===== src/hdl/url_value_char_sanitizer_top_macros.svh =====
// Assertion helpers for the URL value sanitizer.
`ifndef URL_VALUE_CHAR_SANITIZER_TOP_MACROS_SVH
`define URL_VALUE_CHAR_SANITIZER_TOP_MACROS_SVH

// Same-cycle implication, sampled on the rising clock edge, off during reset.
`define UVCS_ASSERT_IMPL(label, ante, cons, msg) \
   label: assert property (@(posedge clock) disable iff (reset) (ante) |-> (cons)) \
      else $error(msg);

// Next-cycle implication, sampled on the rising clock edge, off during reset.
`define UVCS_ASSERT_NEXT(label, ante, cons, msg) \
   label: assert property (@(posedge clock) disable iff (reset) (ante) |=> (cons)) \
      else $error(msg);

`endif


===== src/hdl/uvcs_pkg.sv =====
`default_nettype none

package uvcs_pkg;

   // Field and register widths
   localparam int CHAR_W = 16;
   localparam int FLAG_W = 11;

   // Whitespace hold buffer, capped so one item never releases more than 44 results
   localparam int SPACE_DEPTH = 32;
   localparam int SPACE_CAP = (SPACE_DEPTH < 43) ? SPACE_DEPTH : 43;
   localparam int SPACE_IDX_W = (SPACE_CAP > 1) ? $clog2(SPACE_CAP) : 1;
   localparam int SPACE_CNT_W = $clog2(SPACE_CAP + 1);

   // Script prefix hold
   localparam int PREFIX_LEN = 11;
   localparam int PREFIX_IDX_W = 4;
   localparam int PREFIX_CNT_W = 4;
   localparam int JS_LEN = 11;
   localparam int VB_LEN = 9;

   // Allow flag bits
   localparam int FLAG_SPACE = 0;
   localparam int FLAG_WS = 1;
   localparam int FLAG_DQUOTE = 2;
   localparam int FLAG_SQUOTE = 3;
   localparam int FLAG_LT = 4;
   localparam int FLAG_GT = 5;
   localparam int FLAG_AMP = 6;
   localparam int FLAG_PCT = 7;
   localparam int FLAG_NUL = 8;
   localparam int FLAG_HIGH = 9;
   localparam int FLAG_SCRIPT = 10;

   // Character codes
   localparam logic [CHAR_W-1:0] CH_NUL = 16'd0;
   localparam logic [CHAR_W-1:0] CH_TAB = 16'd9;
   localparam logic [CHAR_W-1:0] CH_LF = 16'd10;
   localparam logic [CHAR_W-1:0] CH_VT = 16'd11;
   localparam logic [CHAR_W-1:0] CH_FF = 16'd12;
   localparam logic [CHAR_W-1:0] CH_CR = 16'd13;
   localparam logic [CHAR_W-1:0] CH_SPACE = 16'd32;
   localparam logic [CHAR_W-1:0] CH_DQUOTE = 16'd34;
   localparam logic [CHAR_W-1:0] CH_PCT = 16'd37;
   localparam logic [CHAR_W-1:0] CH_AMP = 16'd38;
   localparam logic [CHAR_W-1:0] CH_SQUOTE = 16'd39;
   localparam logic [CHAR_W-1:0] CH_LT = 16'd60;
   localparam logic [CHAR_W-1:0] CH_GT = 16'd62;
   localparam logic [CHAR_W-1:0] CH_UPPER_A = 16'd65;
   localparam logic [CHAR_W-1:0] CH_UPPER_Z = 16'd90;
   localparam logic [CHAR_W-1:0] CH_UNDERSCORE = 16'd95;
   localparam logic [CHAR_W-1:0] CH_DEL = 16'd127;
   localparam logic [CHAR_W-1:0] CH_HIGH = 16'd128;
   localparam logic [CHAR_W-1:0] CASE_OFFSET = 16'd32;

   // Prefix match state: bit0 javascript: possible, bit1 vbscript: possible
   localparam logic [1:0] MATCH_BOTH = 2'b11;
   localparam logic [1:0] MATCH_NONE = 2'b00;

   // Sequencer states
   typedef enum logic [2:0] {
      S_IDLE,
      S_DECIDE,
      S_FEED,
      S_TAIL,
      S_END
   } state_type;

   // Whitespace classes that get held or dropped
   function automatic logic is_ws(input logic [CHAR_W-1:0] c);
      return (c == CH_SPACE) || ((c >= CH_TAB) && (c <= CH_CR));
   endfunction

   // Fold ASCII upper case letters to lower case
   function automatic logic [CHAR_W-1:0] fold_case(input logic [CHAR_W-1:0] c);
      return ((c >= CH_UPPER_A) && (c <= CH_UPPER_Z)) ? c + CASE_OFFSET : c;
   endfunction

   // "javascript:" by position
   function automatic logic [7:0] js_char(input logic [PREFIX_CNT_W-1:0] p);
      logic [7:0] r;
      case (p)
         4'd0: r = 8'h6A;
         4'd1: r = 8'h61;
         4'd2: r = 8'h76;
         4'd3: r = 8'h61;
         4'd4: r = 8'h73;
         4'd5: r = 8'h63;
         4'd6: r = 8'h72;
         4'd7: r = 8'h69;
         4'd8: r = 8'h70;
         4'd9: r = 8'h74;
         4'd10: r = 8'h3A;
         default: r = 8'h00;
      endcase
      return r;
   endfunction

   // "vbscript:" by position
   function automatic logic [7:0] vb_char(input logic [PREFIX_CNT_W-1:0] p);
      logic [7:0] r;
      case (p)
         4'd0: r = 8'h76;
         4'd1: r = 8'h62;
         4'd2: r = 8'h73;
         4'd3: r = 8'h63;
         4'd4: r = 8'h72;
         4'd5: r = 8'h69;
         4'd6: r = 8'h70;
         4'd7: r = 8'h74;
         4'd8: r = 8'h3A;
         default: r = 8'h00;
      endcase
      return r;
   endfunction

endpackage

`default_nettype wire


===== src/hdl/uvcs_char_unit.sv =====
`default_nettype none

// Classify one character against the allow flags and replace it if illegal.
module uvcs_char_unit (
   input  wire logic [uvcs_pkg::FLAG_W-1:0] flags,
   input  wire logic [uvcs_pkg::CHAR_W-1:0] ch,
   output logic [uvcs_pkg::CHAR_W-1:0]      clean_ch
);

   logic legal;

   // Judge legality per class
   always_comb begin
      case (ch)
         uvcs_pkg::CH_SPACE:  legal = flags[uvcs_pkg::FLAG_SPACE];
         uvcs_pkg::CH_TAB,
         uvcs_pkg::CH_LF,
         uvcs_pkg::CH_VT,
         uvcs_pkg::CH_FF,
         uvcs_pkg::CH_CR:     legal = flags[uvcs_pkg::FLAG_WS];
         uvcs_pkg::CH_DQUOTE: legal = flags[uvcs_pkg::FLAG_DQUOTE];
         uvcs_pkg::CH_SQUOTE: legal = flags[uvcs_pkg::FLAG_SQUOTE];
         uvcs_pkg::CH_LT:     legal = flags[uvcs_pkg::FLAG_LT];
         uvcs_pkg::CH_GT:     legal = flags[uvcs_pkg::FLAG_GT];
         uvcs_pkg::CH_AMP:    legal = flags[uvcs_pkg::FLAG_AMP];
         uvcs_pkg::CH_PCT:    legal = flags[uvcs_pkg::FLAG_PCT];
         uvcs_pkg::CH_NUL:    legal = flags[uvcs_pkg::FLAG_NUL];
         default: begin
            legal = ((ch >= uvcs_pkg::CH_SPACE) && (ch < uvcs_pkg::CH_DEL))
                  || ((ch >= uvcs_pkg::CH_HIGH) && flags[uvcs_pkg::FLAG_HIGH]);
         end
      endcase
   end

   // Replace with space when spaces are allowed, else underscore
   assign clean_ch = legal ? ch
                   : (flags[uvcs_pkg::FLAG_SPACE] ? uvcs_pkg::CH_SPACE : uvcs_pkg::CH_UNDERSCORE);

endmodule

`default_nettype wire


===== src/hdl/url_value_char_sanitizer_top.sv =====
// Sequence: after a req transfer the item is decoded, then passes through the shared character unit
//   (a released result, a held or dropped whitespace character), plus a release of held prefix
//   characters when a value ends, before the final result reaches the rsp output register.
// Throughput: one item at a time, the next accepted only once the last is done; rsp stalls hold it.
// Reset: synchronous, active high; clears allow flags and per-value state; hold buffers
//   need no clearing since only written entries are read.
`default_nettype none

`include "url_value_char_sanitizer_top_macros.svh"

module url_value_char_sanitizer_top (
   input  wire logic                          clock,
   input  wire logic                          reset,
   // configuration
   input  wire logic                          csr_wr_en,
   input  wire logic [uvcs_pkg::FLAG_W-1:0]   csr_wr_data,  // allow_flags
   // input channel
   input  wire logic                          req_tvalid,
   output logic                               req_tready,
   input  wire logic [uvcs_pkg::CHAR_W-1:0]   req_tdata,    // in_char
   input  wire logic                          req_tlast,    // in_last
   input  wire logic                          req_tuser,    // in_empty
   // result channel
   output logic                               rsp_tvalid,
   input  wire logic                          rsp_tready,
   output logic [uvcs_pkg::CHAR_W-1:0]        rsp_tdata,    // out_char
   output logic                               rsp_tlast,    // out_last
   output logic [1:0]                         rsp_tuser     // [0] out_has_char, [1] out_overflow
);

   localparam int CW = uvcs_pkg::CHAR_W;
   localparam int SCW = uvcs_pkg::SPACE_CNT_W;
   localparam int SIW = uvcs_pkg::SPACE_IDX_W;
   localparam int PCW = uvcs_pkg::PREFIX_CNT_W;
   localparam int PIW = uvcs_pkg::PREFIX_IDX_W;

   uvcs_pkg::state_type state_ff, state_in;

   logic [uvcs_pkg::FLAG_W-1:0] flags_ff;

   // accepted item
   logic [CW-1:0] c_ff;
   logic          last_ff;
   logic          empty_ff;

   // per-value state
   logic [CW-1:0]  prefix_hold_ff [uvcs_pkg::PREFIX_LEN];
   logic [PCW-1:0] prefix_count_ff, prefix_count_in;
   logic [1:0]     prefix_match_ff, prefix_match_in;
   logic           seen_ff, seen_in;
   logic [CW-1:0]  space_hold_ff [uvcs_pkg::SPACE_CAP];
   logic [SCW-1:0] space_count_ff, space_count_in;
   logic           discard_ff, discard_in;
   logic           overflow_ff, overflow_in;

   // sequencer indexes
   logic [PIW-1:0] pi_ff, pi_in;
   logic [SCW-1:0] si_ff, si_in;
   logic           src_prefix_ff, src_prefix_in;
   logic           char_pend_ff, char_pend_in;

   // one-deep pending result, so the final one can be marked
   logic          pend_v_ff, pend_v_in;
   logic [CW-1:0] pend_char_ff, pend_char_in;
   logic          pend_ovf_ff, pend_ovf_in;

   // output register
   logic          rsp_valid_ff, rsp_valid_in;
   logic [CW-1:0] rsp_char_ff, rsp_char_in;
   logic          rsp_has_ff, rsp_has_in;
   logic          rsp_last_ff, rsp_last_in;
   logic          rsp_ovf_ff, rsp_ovf_in;

   // write strobes for the hold buffers
   logic prefix_we;
   logic space_we;

   logic          accept;
   logic          end_flag;
   logic          out_free;
   logic          can_emit;
   logic          ws_block;
   logic [CW-1:0] feed_x;
   logic          feed_ws;
   logic [CW-1:0] space_rd;
   logic          space_pending;
   logic [CW-1:0] unit_ch;
   logic [CW-1:0] clean_ch;
   logic          emit_v;
   logic          advance;

   // prefix compare
   logic [CW-1:0] lc;
   logic          js_ok;
   logic          vb_ok;
   logic [1:0]    m_new;
   logic          script_hit;
   logic          prefix_active;

   assign accept = req_tvalid & req_tready;
   assign req_tready = (state_ff == uvcs_pkg::S_IDLE);
   assign end_flag = last_ff | empty_ff;
   assign out_free = ~rsp_valid_ff | rsp_tready;
   assign can_emit = ~pend_v_ff | out_free;
   assign ws_block = (flags_ff[uvcs_pkg::FLAG_WS:uvcs_pkg::FLAG_SPACE] == 2'b00);

   // Select the character being fed and any held whitespace ahead of it
   assign feed_x = src_prefix_ff ? prefix_hold_ff[pi_ff] : c_ff;
   assign feed_ws = uvcs_pkg::is_ws(feed_x);
   assign space_rd = space_hold_ff[si_ff[SIW-1:0]];
   assign space_pending = (si_ff < space_count_ff);
   assign unit_ch = space_pending ? space_rd : feed_x;

   // Shared classify and replace unit
   uvcs_char_unit u_char_unit (
      .flags    (flags_ff),
      .ch       (unit_ch),
      .clean_ch (clean_ch)
   );

   // Step the script prefix match by one character
   assign lc = uvcs_pkg::fold_case(c_ff);
   assign js_ok = (prefix_count_ff < PCW'(uvcs_pkg::JS_LEN))
                && (lc == {8'd0, uvcs_pkg::js_char(prefix_count_ff)});
   assign vb_ok = (prefix_count_ff < PCW'(uvcs_pkg::VB_LEN))
                && (lc == {8'd0, uvcs_pkg::vb_char(prefix_count_ff)});
   assign m_new = {prefix_match_ff[1] & vb_ok, prefix_match_ff[0] & js_ok};
   assign script_hit = (m_new[0] && (prefix_count_ff == PCW'(uvcs_pkg::JS_LEN - 1)))
                     || (m_new[1] && (prefix_count_ff == PCW'(uvcs_pkg::VB_LEN - 1)));
   assign prefix_active = (prefix_match_ff != uvcs_pkg::MATCH_NONE)
                        && !flags_ff[uvcs_pkg::FLAG_SCRIPT];

   // Sequencer: next state, hold updates and result emission
   always_comb begin
      state_in = state_ff;
      prefix_count_in = prefix_count_ff;
      prefix_match_in = prefix_match_ff;
      seen_in = seen_ff;
      space_count_in = space_count_ff;
      discard_in = discard_ff;
      overflow_in = overflow_ff;
      pi_in = pi_ff;
      si_in = si_ff;
      src_prefix_in = src_prefix_ff;
      char_pend_in = char_pend_ff;
      pend_v_in = pend_v_ff;
      pend_char_in = pend_char_ff;
      pend_ovf_in = pend_ovf_ff;
      rsp_valid_in = rsp_valid_ff & ~rsp_tready;
      rsp_char_in = rsp_char_ff;
      rsp_has_in = rsp_has_ff;
      rsp_last_in = rsp_last_ff;
      rsp_ovf_in = rsp_ovf_ff;
      prefix_we = 1'b0;
      space_we = 1'b0;
      emit_v = 1'b0;
      advance = 1'b0;

      case (state_ff)
         uvcs_pkg::S_IDLE: begin
            if (accept) begin
               state_in = uvcs_pkg::S_DECIDE;
            end
         end

         uvcs_pkg::S_DECIDE: begin
            if (discard_ff || empty_ff) begin
               state_in = uvcs_pkg::S_TAIL;
            end else if (prefix_active && script_hit) begin
               // script URL: drop the rest of the value
               discard_in = 1'b1;
               prefix_count_in = '0;
               prefix_match_in = uvcs_pkg::MATCH_NONE;
               state_in = uvcs_pkg::S_TAIL;
            end else if (prefix_active && (m_new != uvcs_pkg::MATCH_NONE)
                         && (prefix_count_ff < PCW'(uvcs_pkg::PREFIX_LEN))) begin
               // still a possible prefix: hold the character
               prefix_we = 1'b1;
               prefix_count_in = prefix_count_ff + PCW'(1);
               prefix_match_in = m_new;
               state_in = uvcs_pkg::S_TAIL;
            end else begin
               // release held prefix, then feed the character
               prefix_match_in = uvcs_pkg::MATCH_NONE;
               src_prefix_in = (prefix_count_ff != '0);
               pi_in = '0;
               char_pend_in = 1'b1;
               state_in = uvcs_pkg::S_FEED;
            end
         end

         uvcs_pkg::S_FEED: begin
            if (ws_block && feed_ws) begin
               // hold internal whitespace, drop leading whitespace
               if (seen_ff) begin
                  if (space_count_ff < SCW'(uvcs_pkg::SPACE_CAP)) begin
                     space_we = 1'b1;
                     space_count_in = space_count_ff + SCW'(1);
                  end else begin
                     overflow_in = 1'b1;
                  end
               end
               advance = 1'b1;
            end else if (space_pending) begin
               // release one held whitespace character
               if (can_emit) begin
                  emit_v = 1'b1;
                  si_in = si_ff + SCW'(1);
               end
            end else if (can_emit) begin
               emit_v = 1'b1;
               space_count_in = '0;
               si_in = '0;
               if (!feed_ws) begin
                  seen_in = 1'b1;
               end
               advance = 1'b1;
            end

            // Advance to the next fed character
            if (advance) begin
               if (src_prefix_ff) begin
                  if (PCW'(pi_ff) + PCW'(1) == prefix_count_ff) begin
                     prefix_count_in = '0;
                     src_prefix_in = 1'b0;
                     if (!char_pend_ff) begin
                        state_in = uvcs_pkg::S_TAIL;
                     end
                  end else begin
                     pi_in = pi_ff + PIW'(1);
                  end
               end else begin
                  char_pend_in = 1'b0;
                  state_in = uvcs_pkg::S_TAIL;
               end
            end
         end

         uvcs_pkg::S_TAIL: begin
            if (end_flag && !discard_ff && (prefix_count_ff != '0)) begin
               // end of value: release any held prefix
               prefix_match_in = uvcs_pkg::MATCH_NONE;
               src_prefix_in = 1'b1;
               pi_in = '0;
               char_pend_in = 1'b0;
               state_in = uvcs_pkg::S_FEED;
            end else begin
               state_in = uvcs_pkg::S_END;
            end
         end

         uvcs_pkg::S_END: begin
            if (pend_v_ff) begin
               // flush the pending result, marking it final at end of value
               if (out_free) begin
                  rsp_valid_in = 1'b1;
                  rsp_char_in = pend_char_ff;
                  rsp_has_in = 1'b1;
                  rsp_last_in = end_flag;
                  rsp_ovf_in = pend_ovf_ff;
                  pend_v_in = 1'b0;
                  state_in = uvcs_pkg::S_IDLE;
               end
            end else if (end_flag) begin
               // nothing released: send an end-only marker
               if (out_free) begin
                  rsp_valid_in = 1'b1;
                  rsp_char_in = '0;
                  rsp_has_in = 1'b0;
                  rsp_last_in = 1'b1;
                  rsp_ovf_in = overflow_ff;
                  state_in = uvcs_pkg::S_IDLE;
               end
            end else begin
               state_in = uvcs_pkg::S_IDLE;
            end

            // Reset per-value state once the value closes
            if (end_flag && (state_in == uvcs_pkg::S_IDLE)) begin
               prefix_count_in = '0;
               prefix_match_in = uvcs_pkg::MATCH_BOTH;
               seen_in = 1'b0;
               space_count_in = '0;
               discard_in = 1'b0;
               overflow_in = 1'b0;
            end
         end

         default: begin
            state_in = uvcs_pkg::S_IDLE;
         end
      endcase

      // Push an emitted result through the pending stage
      if (emit_v) begin
         if (pend_v_ff) begin
            rsp_valid_in = 1'b1;
            rsp_char_in = pend_char_ff;
            rsp_has_in = 1'b1;
            rsp_last_in = 1'b0;
            rsp_ovf_in = pend_ovf_ff;
         end
         pend_v_in = 1'b1;
         pend_char_in = clean_ch;
         pend_ovf_in = overflow_ff;
      end
   end

   // Control registers
   always_ff @(posedge clock) begin
      if (reset) begin
         state_ff <= uvcs_pkg::S_IDLE;
         flags_ff <= '0;
         prefix_count_ff <= '0;
         prefix_match_ff <= uvcs_pkg::MATCH_BOTH;
         seen_ff <= 1'b0;
         space_count_ff <= '0;
         discard_ff <= 1'b0;
         overflow_ff <= 1'b0;
         pi_ff <= '0;
         si_ff <= '0;
         src_prefix_ff <= 1'b0;
         char_pend_ff <= 1'b0;
         pend_v_ff <= 1'b0;
         rsp_valid_ff <= 1'b0;
      end else begin
         state_ff <= state_in;
         if (csr_wr_en) begin
            flags_ff <= csr_wr_data;
         end
         prefix_count_ff <= prefix_count_in;
         prefix_match_ff <= prefix_match_in;
         seen_ff <= seen_in;
         space_count_ff <= space_count_in;
         discard_ff <= discard_in;
         overflow_ff <= overflow_in;
         pi_ff <= pi_in;
         si_ff <= si_in;
         src_prefix_ff <= src_prefix_in;
         char_pend_ff <= char_pend_in;
         pend_v_ff <= pend_v_in;
         rsp_valid_ff <= rsp_valid_in;
      end
   end

   // Payload registers and hold buffers
   always_ff @(posedge clock) begin
      if (accept) begin
         c_ff <= req_tdata;
         last_ff <= req_tlast;
         empty_ff <= req_tuser;
      end
      if (prefix_we) begin
         prefix_hold_ff[prefix_count_ff[PIW-1:0]] <= c_ff;
      end
      if (space_we) begin
         space_hold_ff[space_count_ff[SIW-1:0]] <= feed_x;
      end
      pend_char_ff <= pend_char_in;
      pend_ovf_ff <= pend_ovf_in;
      rsp_char_ff <= rsp_char_in;
      rsp_has_ff <= rsp_has_in;
      rsp_last_ff <= rsp_last_in;
      rsp_ovf_ff <= rsp_ovf_in;
   end

   assign rsp_tvalid = rsp_valid_ff;
   assign rsp_tdata = rsp_char_ff;
   assign rsp_tlast = rsp_last_ff;
   assign rsp_tuser = {rsp_ovf_ff, rsp_has_ff};

   `UVCS_ASSERT_IMPL(a_space_cap, 1'b1, space_count_ff <= SCW'(uvcs_pkg::SPACE_CAP), "whitespace hold count past capacity")
   `UVCS_ASSERT_IMPL(a_prefix_cap, 1'b1, prefix_count_ff <= PCW'(uvcs_pkg::PREFIX_LEN), "prefix hold count past length")
   `UVCS_ASSERT_IMPL(a_discard_quiet, discard_ff, !pend_v_ff, "result pending while value is discarded")
   `UVCS_ASSERT_IMPL(a_idle_flushed, state_ff == uvcs_pkg::S_IDLE, !pend_v_ff, "pending result left at idle")
   `UVCS_ASSERT_NEXT(a_accept_decide, accept, state_ff == uvcs_pkg::S_DECIDE, "accepted item not decoded next")

endmodule

`default_nettype wire

===== config.mk =====
export PLATFORM = sky130hd
export DESIGN_NAME = url_value_char_sanitizer_top
export DESIGN_NICKNAME = d
export VERILOG_FILES = /design/src/hdl/uvcs_pkg.sv /design/src/hdl/uvcs_char_unit.sv /design/src/hdl/url_value_char_sanitizer_top.sv
export VERILOG_INCLUDE_DIRS = /design/src /design/src/hdl
export SDC_FILE = /design/constraint.sdc
export NUM_CORES = 1
export LEC_CHECK = 0
export ABC_CLOCK_PERIOD_IN_PS = 7020
export BUFFER_PORTS_ARGS = -buffer_cell sky130_fd_sc_hd__buf_2
export CAP_MARGIN = 40
export CORE_ASPECT_RATIO = 0.7
export CORE_MARGIN = 2
export CORE_UTILIZATION = 60
export CTS_BUF_LIST = sky130_fd_sc_hd__clkbuf_4 sky130_fd_sc_hd__clkbuf_8 sky130_fd_sc_hd__clkbuf_16
export DETAILED_ROUTE_END_ITERATION = 16
export GPL_TIMING_DRIVEN = 1
export PLACE_DENSITY = 0.78
export SYNTH_ARGS = -nofsm -noshare
export SYNTH_HDL_FRONTEND = slang
export SYNTH_SLANG_ARGS = --single-unit

===== constraint.sdc =====
create_clock -name clock -period 7.02 [get_ports clock]
set_input_delay 1.053 -clock clock [delete_from_list [all_inputs] [get_ports clock]]
set_output_delay 1.053 -clock clock [all_outputs]
set_load 0.01 [all_outputs]

After elaboration in Yosys (flattened, before gate mapping)
Memories as Yosys holds them, arrays and structs flattened. A register that Yosys moved wholly into a read port is not among the register bits.
Index checks and enable logic that the tools add are counted.
Word-level totals
  flip-flop bits (word level): 97
  RAM bits: 688
  ROM bits: 224
  input port bits: 34
  logic and storage cells: 292
  memories kept: 4
Memory list
  space_hold_ff: depth 32, bits a word 16, read ports 1, clocked after Yosys merged registers in 1, write ports 1, line url_value_char_sanitizer_top.sv:51  | logic [CW-1:0] space_hold_ff [uvcs_pkg::SPACE_CAP];
  prefix_hold_ff: depth 11, bits a word 16, read ports 1, clocked after Yosys merged registers in 1, write ports 1, line url_value_char_sanitizer_top.sv:47  | logic [CW-1:0] prefix_hold_ff [uvcs_pkg::PREFIX_LEN];
  (name not given): depth 16, bits a word 7, read ports 1, clocked after Yosys merged registers in 1, write ports 0, line uvcs_pkg.sv:102  | case (p)
  (name not given): depth 16, bits a word 7, read ports 1, clocked after Yosys merged registers in 1, write ports 0, line uvcs_pkg.sv:82  | case (p)
Operators by class
  add/subtract/negate cells: 5
  magnitude comparators: 11
  eq/ne operators: 48
  muxes and demuxes: 143
  bitwise operators: 11
  reductions and logical operators: 47
Operator list (count)
  2-to-1 mux 16 bit: 11
  == test 16 x 6 -> 1 bit, second input constant: 8
  == test 16 x 4 -> 1 bit, second input constant: 5
  2-to-1 mux 4 bit: 20
  2-to-1 mux 1 bit: 75
  2-to-1 mux 6 bit: 8
  != test 2 bit, second input constant: 18
  == test 16 x 8 -> 1 bit: 2
  2-to-1 mux 3 bit: 10
  one-hot mux 4 bit (3 select lines): 2
  != test 3 bit, second input constant: 7
  AND reduction 6 bit: 3
  adder 16 x 6 -> 16 bit, second input constant: 1
  >= comparator 16 x 4 -> 1 bit, second input constant: 1
  >= comparator 16 x 6 -> 1 bit, second input constant: 1
  >= comparator 16 x 7 -> 1 bit, second input constant: 1
  >= comparator 16 x 8 -> 1 bit, second input constant: 1
  less-or-equal comparator 16 x 4 -> 1 bit, second input constant: 1
  less-or-equal comparator 16 x 7 -> 1 bit, second input constant: 1
  logical AND 1 bit: 16
  zero test 16 bit: 1
  less-than comparator 16 x 7 -> 1 bit, second input constant: 1
  one-hot mux 3 bit (5 select lines): 1
  AND reduction 7 bit: 2
  other kinds (34): 68

Depth between registers and ports, before layout
Gate-level depths: netlist of run 1.
  word-level depth: 15
  gate-level depth with buffers: 16

Hierarchy
From an unflattened synthesis of run 1, not the netlist that was laid out.
Second synthesis, totals
  cells, all modules: 1870
  area, all modules: 32827.7 um^2
By module, submodules not included
  url_value_char_sanitizer_top: times used 1, cells an instance 1809, area an instance 32417.3 um^2, sequential area each 23412.5 um^2
  uvcs_char_unit: times used 1, cells an instance 61, area an instance 410.4 um^2, sequential area each 0.0 um^2

Worst setup path before layout of run 1
Ideal clock, no wire load.
  kind: reg-to-reg
  from: register c_ff[14]
  to: memory prefix_hold_ff[3][0] in the netlist's numbering, enable pin
  arrival time: 4.577 ns
  required time: 6.584 ns
  path slack: 2.007 ns
  cell stages (with the launch flop): 9
  path buffers: 0
  period minus slack after synthesis: 5.013 ns
  cell sequence: edfxtp_1 > nor4_1 > nand3_1 > o311a_1 > or4_1 > or2_2 > a21oi_1 > nand3_1 > nor4b_1
Between the ends
  word-level cells in the longest chain between the ends: 15
  elaborated cells between the ends (all ways): 24
  classes of those cells: add/sub: 1; order compare: 2; eq/ne: 2; mux: 7; bitwise: 2; reduce/logical: 10
Ends and longest elaborated chain
  start, declared: line url_value_char_sanitizer_top.sv:42  | logic [CW-1:0] c_ff;
  start signal, assigned: line url_value_char_sanitizer_top.sv:349  | c_ff <= req_tdata;
  >= comparator 16 x 7 -> 1 bit or less-or-equal comparator 16 x 7 -> 1 bit (tied branches): line uvcs_pkg.sv:76  | return ((c >= CH_UPPER_A) && (c <= CH_UPPER_Z)) ? c + CASE_OFFSET : c;
  logical AND 1 bit: line uvcs_pkg.sv:76
  2-to-1 mux 16 bit (*): line uvcs_pkg.sv:76
  == test 16 x 8 -> 1 bit (on tied branches): line url_value_char_sanitizer_top.sv:124, url_value_char_sanitizer_top.sv:126
  logical AND 1 bit (on tied branches): line url_value_char_sanitizer_top.sv:124, url_value_char_sanitizer_top.sv:126
  AND 1 bit: line url_value_char_sanitizer_top.sv:127  | assign m_new = {prefix_match_ff[1] & vb_ok, prefix_match_ff[0] & js_ok};
  nonzero test 2 bit: line url_value_char_sanitizer_top.sv:175  | end else if (prefix_active && (m_new != uvcs_pkg::MATCH_NONE)
  logical AND 1 bit: line url_value_char_sanitizer_top.sv:175
  logical AND 1 bit: line url_value_char_sanitizer_top.sv:176  | && (prefix_count_ff < PCW'(uvcs_pkg::PREFIX_LEN))) begin
  2-to-1 mux 1 bit: line url_value_char_sanitizer_top.sv:175
  2-to-1 mux 1 bit (*): line url_value_char_sanitizer_top.sv:169  | end else if (prefix_active && script_hit) begin
  2-to-1 mux 1 bit (*): line url_value_char_sanitizer_top.sv:167  | if (discard_ff || empty_ff) begin
  2-to-1 mux 1 bit (*): line url_value_char_sanitizer_top.sv:159  | case (state_ff)
  2-to-1 mux 1 bit (*): line url_value_char_sanitizer_top.sv:353  | if (prefix_we) begin
  2-to-1 mux 1 bit (implied by the code) (*): line url_value_char_sanitizer_top.sv:354  | prefix_hold_ff[prefix_count_ff[PIW-1:0]] <= c_ff;
  end, declared: line url_value_char_sanitizer_top.sv:47
Every way passes the cells marked *; elsewhere a longest branch is shown, timed or not.

==> metrics, run 1 <==
top post-synthesis cells by area=edfxtp_1, mux4_2, dfxtp_1; Detailed Routing Iterations Pass 1=6; R2R depth=13; Peak VDD IR=0.1596 mV; Place WS=1.979 ns; Worst Setup End Kind=flip-flop; dpl cell area=34480 sq um; vias per std cell=6.711; CORE AREA=53830 sq um; post-synthesis cell area=32800 sq um; switching pwr=2.308 mW; post-synthesis cell type count=80; WP data arrival=5.49 ns; post-cts resize count=0; Critical Path RT=7.31 ns; IO Port Bufs=54; Slew Limit Headroom=35.60%; Die Span Y=199.6 microns; crit-path max FO=34; die area=56590 sq um; Setup Skew=0.03205 ns; top_reg_cell synth=edfxtp_1; post-route setup slack=1.825 ns; first-pass GRT wire length=121.8 mm; logic gate share of total power=6.4%; power share of the clock group=39.3%; Post-synth EDFFs=723; Seq/Total Area, Yosys=71.37%; setup violators final=0; crit path kind=reg2reg; ANT nets after route=0; final wirelength=82.36 mm; DR WL/cell=28.37 microns; post-synthesis compound-gate area fraction=6.351%; Static Leak=11.88 nW; RePlAce Congestion=0.9210; R2R Setup Slk=1.82 ns; Fin. Hold Viols=0; Num CTS Buffers=75; RR Endpoint=space_hold_ff[14][7]; number of global-route vias before repair=18.77k; commonest non-fill, non-tap cell in the layout=edfxtp_1; Post-Synth Adder-Cell Area=0.6484%; main combinational cell family by area after synthesis=multiplexers; CTS tree=done; clk_lat worst skew=0.63 ns; Slew Limit Fails=0; Mapped Avg Cell Area=16.51 sq um; hold-fix buffers at CTS=0; DRC violations left=0; clock root buffer=clkbuf_16; setup TNS=0 ns; RSZ-0062 raised after global routing=false; Seq cells post-synth=808; DP Wirelength=52.65 mm; Final period util=74.01%; startpoint types=flip-flop; initial core utilization=60.93%; Synth Area in XOR/XNOR=0.4425%; Critical Path Sink=space_hold_ff[14][7]; initial antenna violation count=2; Simple-Gate Fraction of Synth Area=6.618%; status=finished clean; Async SR Flop Fraction=0%; Net count, final=2163; commonest cells after routing, fill and taps aside=edfxtp_1, mux4_2, nand2_1, nor2_1, mux2i_1; # fillers=3460; CTS clk-pin slew, worst paths=0.07 ns; pin count of the biggest net entering global routing=52; layout cells sized above 1=20.71%; PwrDens=276.5 nW/um^2; die width=283.5 microns; Post-Layout Inst Area=36950 sq um; post-CTS setup buffers=0; GRT Residual Overflow=0; warnings from Yosys=0; H-tree levels=3; post-synthesis mux area share=12.59%; initial DRC count=3281; Syn Nets=2038; antenna cells=0; vias post-DR=19.48k; Sw Share=22.60%; HP Class=reg2reg; internal power=7.907 mW; largest buffer count on any clock path=3; maxcap violations=0; fmax=0.1925 GHz; IO Pins=55; fin crit period=5.195 ns; Rows=71; post-synth top area share=66.19%; Syn Inst Count=1987; Clock Sinks=808; Slew @ Worst Pin=0.9640 ns; Synth-to-Final Area Change=12.63%; Synth area leader=edfxtp_1; GRT Total Usage=29.52%; Flop pwr share=54.2%
worst max-delay path, stage by stage (launching register included):
cell and delay [ns]:
dfxtp_1 0.90, and2_1 0.65, a22oi_1 0.21, nand3_1 0.15
o221ai_2 0.09, buf_4 0.29, or3_1 0.49, nor4_4 0.56
and3_1 0.41, nand4_1 0.14, inv_1 0.12, nand2_1 0.24
nor2_1 0.28, buf_4 0.30
per-layer routing:
| layer | GRT usage [%] | routed length (microns) | up-vias |
|---|---|---|---|
| met4 | 6.800 | 1755 | 2 |
| met3 | 8.447 | 11350 | 126 |
| met2 | 42.34 | 35680 | 1406 |
| met1 | 45.21 | 33570 | 9787 |
| met5 | 0 | 13 | - |
| li1 | - | - | 8161 |
per-stage QoR:
step	hold slack [ns]	std cells	utilization (%)	total power, mW
floorplan	0.4178	1987	-	5.966
global placement	0.4237	2748	63.53	6.218
detailed placement	0.4399	2762	64.05	6.280
CTS	0.4533	2900	68.57	10.23
global route	0.4744	2903	68.63	10.48
finish	0.4488	2903	68.63	10.22
final cells by class:
type / count / area [sq um] / area share [%]
Multi-Input combinational cell: 1030 / 8825 / 23.88
Clock buffer: 96 / 2082 / 5.635
Timing Repair Buffer: 146 / 1164 / 3.149
Tap cell: 730 / 913.4 / 2.472
Sequential cell: 808 / 23430 / 63.40
Inverter: 51 / 191.4 / 0.5181
Clock inverter: 42 / 346.6 / 0.9381
flip-flops by register name, indices dropped and copies added (netlist names), 3 cells and up, named ones only:
signal and flops:
space_hold_ff 512, prefix_hold_ff 176, c_ff 16, pend_char_ff 16
rsp_tdata 16, flags_ff 11, si_ff 6, space_count_ff 6
pi_ff 4, prefix_count_ff 4, state_ff 3
logic make-up after synthesis:
| kind of cell | after synthesis |
|---|---|
| DFF | 808 |
| AOI/OAI and AO/OA | 303 |
| adders and majority gates | 17 |
| muxes | 249 |
| and+or+nand+nor | 446 |
| xor gates and xnor gates | 15 |
| buffers and inverters | 149 |
power by group through the flow:
stage | registers (mW) | logic (mW) | clock network [mW]
2_1_floorplan | 5.63 | 0.340 | 0
3_3_place_gp | 5.64 | 0.574 | 0
3_5_place_dp | 5.64 | 0.641 | 0
4_1_cts | 5.54 | 0.646 | 4.04
5_1_grt | 5.55 | 0.704 | 4.23
6_report | 5.54 | 0.658 | 4.02
cells in the mapped netlist (12+ instances only):
library cell,number
a211oi_1,12
a21oi_1,59
a22oi_1,63
a31oi_1,15
and2_1,13
buf_2,25
clkbuf_1,52
dfxtp_1,85
edfxtp_1,723
ha_1,17
inv_1,50
mux2_2,22
mux2i_1,97
mux4_2,126
nand2_1,126
nand2b_1,21
nand3_1,40
nand4_1,14
nor2_1,118
nor2b_1,16
nor3_1,27
nor4_1,14
o21ai_0,45
o22ai_1,19
worst min-delay path by stage:
stage	startpoint	end	slack, ns	depth (start not counted)
global placement	pend_char_ff[9]	rsp_tdata[9]	0.42	2
CTS	rsp_has_ff	rsp_has_ff	0.45	1
global route	rsp_has_ff	rsp_has_ff	0.47	1
finish	rsp_has_ff	rsp_has_ff	0.45	1
detailed placement	rsp_has_ff	rsp_has_ff	0.44	1
floorplan	pend_char_ff[0]	rsp_tdata[0]	0.42	2
Note: power is estimated with default switching activity, not from simulation.
==> inputs of run 2 (changes only) <==
--- a/config.mk
+++ b/config.mk
@@ -6,16 +6,16 @@
 export SDC_FILE = /design/constraint.sdc
 export NUM_CORES = 1
 export LEC_CHECK = 0
-export ABC_CLOCK_PERIOD_IN_PS = 7020
+export ABC_CLOCK_PERIOD_IN_PS = 4700
 export BUFFER_PORTS_ARGS = -buffer_cell sky130_fd_sc_hd__buf_2
 export CAP_MARGIN = 40
 export CORE_ASPECT_RATIO = 0.7
 export CORE_MARGIN = 2
-export CORE_UTILIZATION = 60
+export CORE_UTILIZATION = 56
 export CTS_BUF_LIST = sky130_fd_sc_hd__clkbuf_4 sky130_fd_sc_hd__clkbuf_8 sky130_fd_sc_hd__clkbuf_16
 export DETAILED_ROUTE_END_ITERATION = 16
 export GPL_TIMING_DRIVEN = 1
-export PLACE_DENSITY = 0.78
+export PLACE_DENSITY = 0.76
 export SYNTH_ARGS = -nofsm -noshare
 export SYNTH_HDL_FRONTEND = slang
 export SYNTH_SLANG_ARGS = --single-unit
==> constraint.sdc (replaced) <==
create_clock -name clock -period 4.7 [get_ports clock]
set_input_delay 0.705 -clock clock [delete_from_list [all_inputs] [get_ports clock]]
set_output_delay 0.705 -clock clock [all_outputs]
set_load 0.01 [all_outputs]
==> metrics, run 2 (synthesized netlist as in run 1, its figures left out) <==
Fin. Hold Viols=0 (unchanged); startpoint types=flip-flop (unchanged); Worst Setup End Kind=flip-flop (unchanged); IO Pins=55 (unchanged); initial antenna violation count=1 (was 2); final core utilization=64.33% (was 68.63%); Slew Limit Headroom=39.71% (was 35.60%); CTS tree=done (unchanged); Peak VDD IR=0.3433 mV (was 0.1596 mV); maxcap violations=0 (unchanged); Slew @ Worst Pin=0.9044 ns (was 0.9640 ns); delay-heaviest family, CP=compound AO/OA/AOI/OAI gates (was simple AND/OR/NAND/NOR gates); final wirelength=83.96 mm (was 82.36 mm); vias post-DR=19.56k (was 19.48k); number of global-route vias before repair=18.68k (was 18.77k); commonest non-fill, non-tap cell in the layout=edfxtp_1 (unchanged); GRT Total Usage=28.12% (was 29.52%); clk_lat worst skew=0.64 ns (was 0.63 ns); hold-fix buffers at CTS=0 (unchanged); setup violators final=0 (unchanged); Final period util=92.71% (was 74.01%); Buf+Inv Stages, Crit Path=1 (was 3); GRT Residual Overflow=0 (unchanged); slowest stage cell, crit path=dfxtp_4 (was dfxtp_1); number of flip-flops in the largest register=512 (unchanged); DRC violations left=0 (unchanged); layout cells sized above 1=22.16% (was 20.71%); crit path kind=reg2reg (unchanged); worst hold margin=0.2450 ns (was 0.4488 ns); Tot Pwr=15.18 mW (was 10.22 mW); Static Leak=12.11 nW (was 11.88 nW); commonest cells after routing, fill and taps aside=edfxtp_1, mux4_2, nand2_1, buf_4, nor2_1 (was edfxtp_1, mux4_2, nand2_1, nor2_1, mux2i_1); Slew Limit Fails=0 (unchanged); crit-path max FO=34 (unchanged); ANT nets after route=0 (unchanged); fin crit period=4.357 ns (was 5.195 ns); Num CTS Buffers=74 (was 75); die area=60560 sq um (was 56590 sq um); fmax=0.2295 GHz (was 0.1925 GHz); CORE AREA=58150 sq um (was 53830 sq um); initial core utilization=56.41% (was 60.93%); WP data arrival=4.72 ns (was 5.49 ns); status=finished clean (unchanged); dpl cell area=35010 sq um (was 34480 sq um); Net count, final=2211 (was 2163); Final Instance Count excl. Fillers=2976 (was 2903); largest buffer count on any clock path=3 (unchanged); PwrDens=405.8 nW/um^2 (was 276.5 nW/um^2); first-pass GRT wire length=123.1 mm (was 121.8 mm); vias per std cell=6.571 (was 6.711); die width=293.3 microns (was 283.5 microns); Rows=74 (was 71); Setup Skew=0.03566 ns (was 0.03205 ns); Clock Sinks=808 (unchanged); CP max stage delay=0.75 ns (was 0.90 ns); RePlAce Congestion=0.9651 (was 0.9210); Die Span Y=206.5 microns (was 199.6 microns); DP Wirelength=55.03 mm (was 52.65 mm); Cell Chain, Critical Path=buf_4, mux4_2, mux2i_1, a2111oi_0, a221oi_2, nor2_1, a22oi_1, nor3b_1, a2111oi_0, a31oi_2, mux2i_1 (was and2_1, a22oi_1, nand3_1, o221ai_2, buf_4, or3_1, nor4_4, and3_1, nand4_1, inv_1, nand2_1, nor2_1, buf_4); RSZ-0062 raised after global routing=false (unchanged); pin count of the biggest net entering global routing=43 (was 52); Post-Layout Inst Area=37410 sq um (was 36950 sq um); IO Port Bufs=54 (unchanged); Synth-to-Final Area Change=14.03% (was 12.63%); HP Class=in2reg (was reg2reg); H-tree levels=3 (unchanged); initial DRC count=2893 (was 3281); DR WL/cell=28.21 microns (was 28.37 microns); Inst Count DP=2843 (was 2762); CTS clk-pin slew, worst paths=0.07 ns (about the same); antenna cells=0 (unchanged); Critical Path RT=5.06 ns (was 7.31 ns); clock root buffer=clkbuf_16 (unchanged); Detailed Routing Iterations Pass 1=6 (unchanged)
==> run 2: where the power goes <==
part	total, mW	switching (mW)	internal (mW)	leakage, nW
sequential	8.24	0.116	8.12	7.21
clock	5.87	2.62	3.25	1.18
combinational	1.06	0.728	0.336	3.72
total	15.2	3.47	11.7	12.1
==> run 2: final timing paths <==
check,from,to,slack [ns],cells past startpoint
worst max register to register,flip-flop,pend_char_ff[0],0.34,11
worst min-delay path,req_tdata[7],c_ff[7],0.24,1
worst min register to register,pend_char_ff[13],rsp_tdata[13],0.46,2
worst max-delay path,flip-flop,pend_char_ff[0],0.34,11
==> run 2: per-stage QoR <==
step                      setup slack, ns  TNS (ns)
after global placement             0.3476         0
after global routing              0.03503         0
after CTS                          0.2632         0
final                              0.3425         0
after detailed placement           0.2745         0
after floorplan                   -0.1083    -5.198
==> run 2: metal layers <==
layer	part of all wire (%)	GRT usage (%)	wire, microns	vias to the layer above
met5	0.015	0	13	-
met4	2.4	6.979	1983	2
met3	13	8.065	10830	150
met2	43	39.87	36160	1247
met1	42	43.13	34970	9895
li1	-	-	-	8261
==> run 2: cell type report <==
type | count | area (sq um)
Clock buffer | 91 | 2016
Fill cell | 3896 | 20740
Inverter | 51 | 191.4
Clock inverter | 41 | 356.6
Multi-Input combinational cell | 1030 | 8840
Tap cell | 760 | 950.9
Sequential cell | 808 | 23430
Timing Repair Buffer | 195 | 1627
==> run 2: repair_timing <==
action                     CTS  global route
resized for setup            0             1
buffers inserted             0             1
setup endpoints to repair    0             7
